File: config.mk
export PLATFORM = sky130hd
export DESIGN_NAME = ntm_cell
export DESIGN_NICKNAME = d
export VERILOG_FILES = /design/src/rtl/ntm_pkg.sv /design/src/rtl/ntm_cell.sv
export SDC_FILE = /design/constraint.sdc
export NUM_CORES = 1
export LEC_CHECK = 0
export CORE_MARGIN = 3
export CORE_UTILIZATION = 30
export DETAILED_ROUTE_END_ITERATION = 6
export DONT_BUFFER_PORTS = 1
export PLACE_DENSITY = 0.41
export SLEW_MARGIN = 30
export SYNTH_ARGS = -nofsm -noshare
export SYNTH_HDL_FRONTEND = slang
export SYNTH_SLANG_ARGS = --single-unit
File: constraint.sdc
create_clock -name clk -period 0.8 [get_ports clk]
set_input_delay 0.16 -clock clk [delete_from_list [all_inputs] [get_ports clk]]
set_output_delay 0.16 -clock clk [all_outputs]
set_load 0.01 [all_outputs]
File: src/rtl/ntm_pkg.sv
// Shared types, widths and codes of the template match block
package ntm_pkg;

  localparam int TPL_SIZE_DEF   = 5;
  localparam int MAX_WIDTH_DEF  = 1024;
  localparam int MAX_HEIGHT_DEF = 1024;

  localparam int PIX_W      = 8;
  localparam int PROD_W     = 2 * PIX_W;
  localparam int CFG_IDX_W  = 3;
  localparam int CFG_DATA_W = 64;
  localparam int SIZE_W     = 11;
  localparam int CMP_W      = 13;
  localparam int COORD_W    = 10;
  localparam int SCORE_W    = 16;
  localparam int TPL_BYTES  = 25;

  // sized for templates up to 8x8
  localparam int SUM_W = 14;
  localparam int SQ_W  = 22;
  localparam int V_W   = 28;
  localparam int NUM_W = 29;
  localparam int AN_W  = 28;
  localparam int P_W   = 56;
  localparam int PP_W  = 68;
  localparam int AN2_W = 56;
  localparam int R_W   = 69;
  localparam int FW    = 104;
  localparam int Q_W   = 15;
  localparam int BIT_W = 4;

  typedef enum logic [CFG_IDX_W-1:0] {
    REG_FRAME_WIDTH  = 3'd0,
    REG_FRAME_HEIGHT = 3'd1,
    REG_TPL_WORD_0   = 3'd2,
    REG_TPL_WORD_1   = 3'd3,
    REG_TPL_WORD_2   = 3'd4,
    REG_TPL_WORD_3   = 3'd5
  } cfg_reg_t;

  typedef enum logic [2:0] {
    ST_IDLE,
    ST_SHIFT,
    ST_ACC,
    ST_START,
    ST_SCORE,
    ST_DONE
  } ctl_state_t;

  typedef enum logic [2:0] {
    SP_IDLE,
    SP_MUL,
    SP_DIFF,
    SP_PROD,
    SP_SCALE,
    SP_ITER,
    SP_DONE
  } score_phase_t;

  typedef struct packed {
    logic [SUM_W-1:0] si;
    logic [SUM_W-1:0] st;
    logic [SQ_W-1:0]  sit;
    logic [SQ_W-1:0]  si2;
    logic [SQ_W-1:0]  st2;
  } sums_t;

endpackage

File: src/rtl/ntm_cell.sv
// Window column cell: holds one column of the window, shifts toward column 0
module ntm_cell #(
  parameter int TPL_SIZE = ntm_pkg::TPL_SIZE_DEF
) (
  input  logic                                     clk,
  input  logic                                     shift,
  input  logic [TPL_SIZE-1:0][ntm_pkg::PIX_W-1:0]  col_in,
  output logic [TPL_SIZE-1:0][ntm_pkg::PIX_W-1:0]  col
);

  always_ff @(posedge clk) begin
    if (shift) begin
      col <= col_in;
    end
  end

endmodule

==> impl_metrics.json, run 1 <==
{
  "syn-cell-area_mm2": 0.00120,
  "cts_inserted_buffers": 5,
  "worst-path-max-fanout": 1,
  "drtIter0Drc": 34,
  "setup_viol_count_final": 40,
  "insertedDiodeCount": 0,
  "violations": "hold timing, setup timing",
  "p_leak_nw": 0.614,
  "core_mm2": 0.00377,
  "nets": 129,
  "yosysUniqueCellTypes": 1,
  "grt_first_pass_wirelength_mm": 3.39,
  "die_h_um": 69.3,
  "top_level_ports": 82,
  "worstPathArrival_ns": 0.73,
  "fin_cells": 136,
  "required_ns": 0.64,
  "areaGrowthSynthToFinish_pct": 47.3,
  "cts_resized": 0,
  "grt_pass1_vias": 644,
  "viasPerCell": 4.09,
  "cts.path.max_buffers": 2,
  "antenna_found_initial": 0,
  "post-route-period-util": 1.11,
  "slew_violations": 0,
  "clock.fmax_ghz": 1.12,
  "start_kind": "flip-flop",
  "rsz0062_at_grt": "true",
  "post-place-ws_ns": 0.215,
  "synth_top_area_cell": "edfxtp_1",
  "dp.cells": 88,
  "port-buffer-count": 0,
  "outcome": "finished with violations",
  "cts_htree_levels": 2,
  "design_area_mm2": 0.00177,
  "p_per_area_mw_per_mm2": 2470,
  "multi_input_gates": 0,
  "syn_inst": 40,
  "grt_max_degree": 41,
  "ir_drop_mv": 1.33,
  "grt_usage": 0.0987,
  "tightest_slew_ns": 0.148,
  "reg_top3": "col (40)",
  "worst-path-stages": 0,
  "clockRootBuffer": "clkbuf_8",
  "clkSinkCount": 40,
  "max_slew_margin": 0.901,
  "drt_wl_total_mm": 2.27,
  "crit_type": "reg -> out",
  "dpl_cell_area_mm2": 0.00126,
  "start_util": 0.319,
  "crit_end": "col[2]",
  "hold_viol": 20,
  "largest_register_ffs": 40,
  "top_register": "col",
  "die_x_um": 69.3,
  "finalCoreUtilization": 0.469,
  "row_count": 22,
  "vias": 556,
  "ys_warn_count": 0,
  "timing.hold.ws_ns": -0.0163,
  "ant_nets": 0,
  "multi_input_comb_area_um2": 0,
  "synth-seq-area-share": 1.00,
  "design.die.area_mm2": 0.00480,
  "synth_top_cell_area_share": 1.00,
  "synth_fp_nets": 82,
  "cts_hold_buf": 40,
  "maxCapViolations": 0,
  "setup_slack_ns": -0.0895,
  "ys_seq_elements": 40,
  "grt_overflow_total": 0,
  "dr.pass1.iters": 2,
  "syn_avg_cell_area_um2": 30.0,
  "final_cell_mix": "edfxtp_1, dlygate4sd3_1, clkbuf_8",
  "cts.clk_slew.worst_paths_ns": 0.07,
  "drc": 0,
  "wl_per_cell_um": 16.7,
  "period_needed_ns": 0.890,
  "end_kind": "output port",
  "crit_start": "col[2]",
  "cts_tree": "yes",
  "drive_gt1_frac": 0.0795,
  "synthTopCellsByArea": "edfxtp_1",
  "hold_path_class": "in -> reg",
  "gp_congestion": 0.577
}
## cells in the mapped netlist
cell type  instances
edfxtp_1          40
## report_power, final
group / switching [W] / internal (W) / leakage, nW
Combinational: 0.0000266 / 0.000129 / 0.167
Sequential: 0.000149 / 0.00250 / 0.391
Clock: 0.000631 / 0.000925 / 0.0552
## routing by layer
metal	wire length, um	global-route usage	vias up
li1	-	-	254
met1	627	0.0764	252
met2	1280	0.173	45
met3	317	0.0841	5
met4	39	0.0390	0
met5	0	0	-
## cell families (layout without fill, tap and decap cells)
group | Yosys count | count (layout) | share of synthesized area
flip-flops | 40 | 40 | 1.00
buffers and inverters | 0 | 48 | 0
## how the worst min path moves through the flow
stage | start | to | slack, ns | cells after the start
4_1_cts | shift | col[16] | -0.03 | 0
2_1_floorplan | col_in[0] | col[0] | 0.26 | 0
6_report | shift | col[37] | -0.02 | 0
3_3_place_gp | col_in[24] | col[24] | 0.26 | 0
5_1_grt | shift | col[16] | -0.04 | 0
3_5_place_dp | col_in[4] | col[4] | 0.26 | 0
## what timing repair did
item                       in CTS  in global routing
hold endpoints to repair       80                 40
setup buffers                   0                  0
pin swaps                       0                  0
setup endpoints to repair      40                 40
## area by class of cell
class | count | area, um2
flip-flops and latches | 40 | 1200
well taps | 48 | 60.1
clock inverters | 2 | 35.0
clock buffers | 6 | 72.6
repair buffers | 40 | 400
fillers | 301 | 2000
## stage by stage
stage	total power (W)	setup TNS (ns)
finish	0.00436	-2.85
global route	0.00457	-4.32
CTS	0.00441	-3.45
detailed placement	0.00270	0
global placement	0.00270	0
floorplan	0.00267	0
(Power assumes the default switching activity.)
==> run 2: changes to the inputs <==
--- a/config.mk
+++ b/config.mk
@@ -10,6 +10,7 @@
 export DETAILED_ROUTE_END_ITERATION = 6
 export DONT_BUFFER_PORTS = 1
 export PLACE_DENSITY = 0.41
+export SETUP_SLACK_MARGIN = 0.2
 export SLEW_MARGIN = 30
 export SYNTH_ARGS = -nofsm -noshare
 export SYNTH_HDL_FRONTEND = slang
==> run 2 against run 1 <==
  * The run still ends with hold timing, setup timing left
  * Sequential power about the same
  * Die area stayed put
  * Count of clock-buffer cells in the layout unchanged
  * Setup slack improved by 0.0058 ns
  * Critical path type unchanged
==> impl_metrics.json, run 2 (synthesis results as in run 1) <==
{
  "violations": "hold timing, setup timing",
  "total_power_w": 0.00418,
  "drtIter0Drc": 33,
  "clockPowerShare": 0.366,
  "cts_inserted_buffers": 5,
  "cts_tree": "yes",
  "cts.clk_slew.worst_paths_ns": 0.07,
  "areaGrowthSynthToFinish_pct": 14.0,
  "gp_congestion": 0.577,
  "post-route-period-util": 1.10,
  "cts_htree_levels": 2,
  "setup_viol_count_final": 40,
  "clock.fmax_ghz": 1.13,
  "outcome": "finished with violations",
  "largest_register_ffs": 40,
  "reg_top3": "col (40)",
  "slew_violations": 0,
  "tightest_slew_ns": 0.150,
  "die_h_um": 69.3,
  "insertedDiodeCount": 0,
  "grt_usage": 0.0872,
  "p_comb_frac": 0,
  "die_x_um": 69.3,
  "max_slew_margin": 0.900,
  "grt_pass1_vias": 486,
  "top_register": "col",
  "switching_power_w": 0.000751,
  "grt_first_pass_wirelength_mm": 2.94,
  "hold_path_class": "in -> reg",
  "p_per_area_mw_per_mm2": 3050,
  "viasPerCell": 4.28,
  "core_mm2": 0.00377,
  "multi_input_comb_area_um2": 0,
  "cts_setup_buffers": 0,
  "nets": 89,
  "row_count": 22,
  "hold_viol": 60,
  "start_util": 0.319,
  "ant_nets": 0,
  "clkSinkCount": 40,
  "ir_drop_mv": 1.29,
  "p_leak_nw": 0.447,
  "worst-path-max-fanout": 1,
  "p_int_w": 0.00343,
  "final_common_cell": "edfxtp_1",
  "grt_max_degree": 41,
  "top_level_ports": 82,
  "rsz0062_at_grt": "true",
  "period_needed_ns": 0.884,
  "vias": 411,
  "seq_power_share": 0.634,
  "cts_resized": 0,
  "cts.path.max_buffers": 2,
  "multi_input_gates": 0,
  "grt_overflow_total": 0,
  "p_sw_frac": 0.180,
  "clockRootBuffer": "clkbuf_8",
  "design.die.area_mm2": 0.00480,
  "fillers": 330,
  "crit_type": "reg -> out",
  "timing.hold.ws_ns": -0.0285,
  "required_ns": 0.64,
  "drive_gt1_frac": 0.146,
  "drt_wl_total_mm": 2.01,
  "antenna_found_initial": 0,
  "setup_slack_ns": -0.0837,
  "start_kind": "flip-flop",
  "drc": 0,
  "dr.pass1.iters": 3,
  "end_kind": "output port",
  "worstPathArrival_ns": 0.72,
  "maxCapViolations": 0,
  "wl_per_cell_um": 20.9,
  "final_cell_mix": "edfxtp_1, clkbuf_8, clkinv_2, clkbuf_1, bufinv_16",
  "port-buffer-count": 0
}
## run 2: routing by layer
metal	routed length, um	global-route usage	vias to the layer above
met1	574	0.0705	187
met2	1100	0.139	45
met4	36	0.0390	0
met5	0	0	-
met3	298	0.0855	5
li1	-	-	174
## run 2: cell type report
type / instances / area (um2) / share of cell area
clock inverters: 2 / 35.0 / 0.0256
flip-flops and latches: 40 / 1200 / 0.878
clock buffers: 6 / 72.6 / 0.0530
well taps: 48 / 60.1 / 0.0439
## run 2: power by group through the flow
stage	logic [W]	clock network [W]	registers [W]
finish	0	0.00153	0.00265
global route	0	0.00171	0.00267
CTS	0	0.00159	0.00266
detailed placement	0	0	0.00270
global placement	0	0	0.00270
floorplan	0	0	0.00267
## run 2: final timing paths
| kind | slack, ns | depth (start not counted) | from | endpoint |
|---|---|---|---|---|
| max | -0.08 | 0 | col[15] | col[15] |
| min | -0.03 | 0 | col_in[2] | col[2] |
## run 2: per-stage QoR
step | TNS, ns | instances | utilization | cell area (um2) | setup slack (ns)
2_1_floorplan | 0 | 40 | - | 1200 | 0.246
3_3_place_gp | 0 | 88 | 0.334 | 1260 | 0.220
3_5_place_dp | 0 | 88 | 0.334 | 1260 | 0.215
4_1_cts | -3.45 | 96 | 0.363 | 1370 | -0.106
5_1_grt | -4.22 | 96 | 0.363 | 1370 | -0.124
6_report | -2.65 | 96 | 0.363 | 1370 | -0.0837
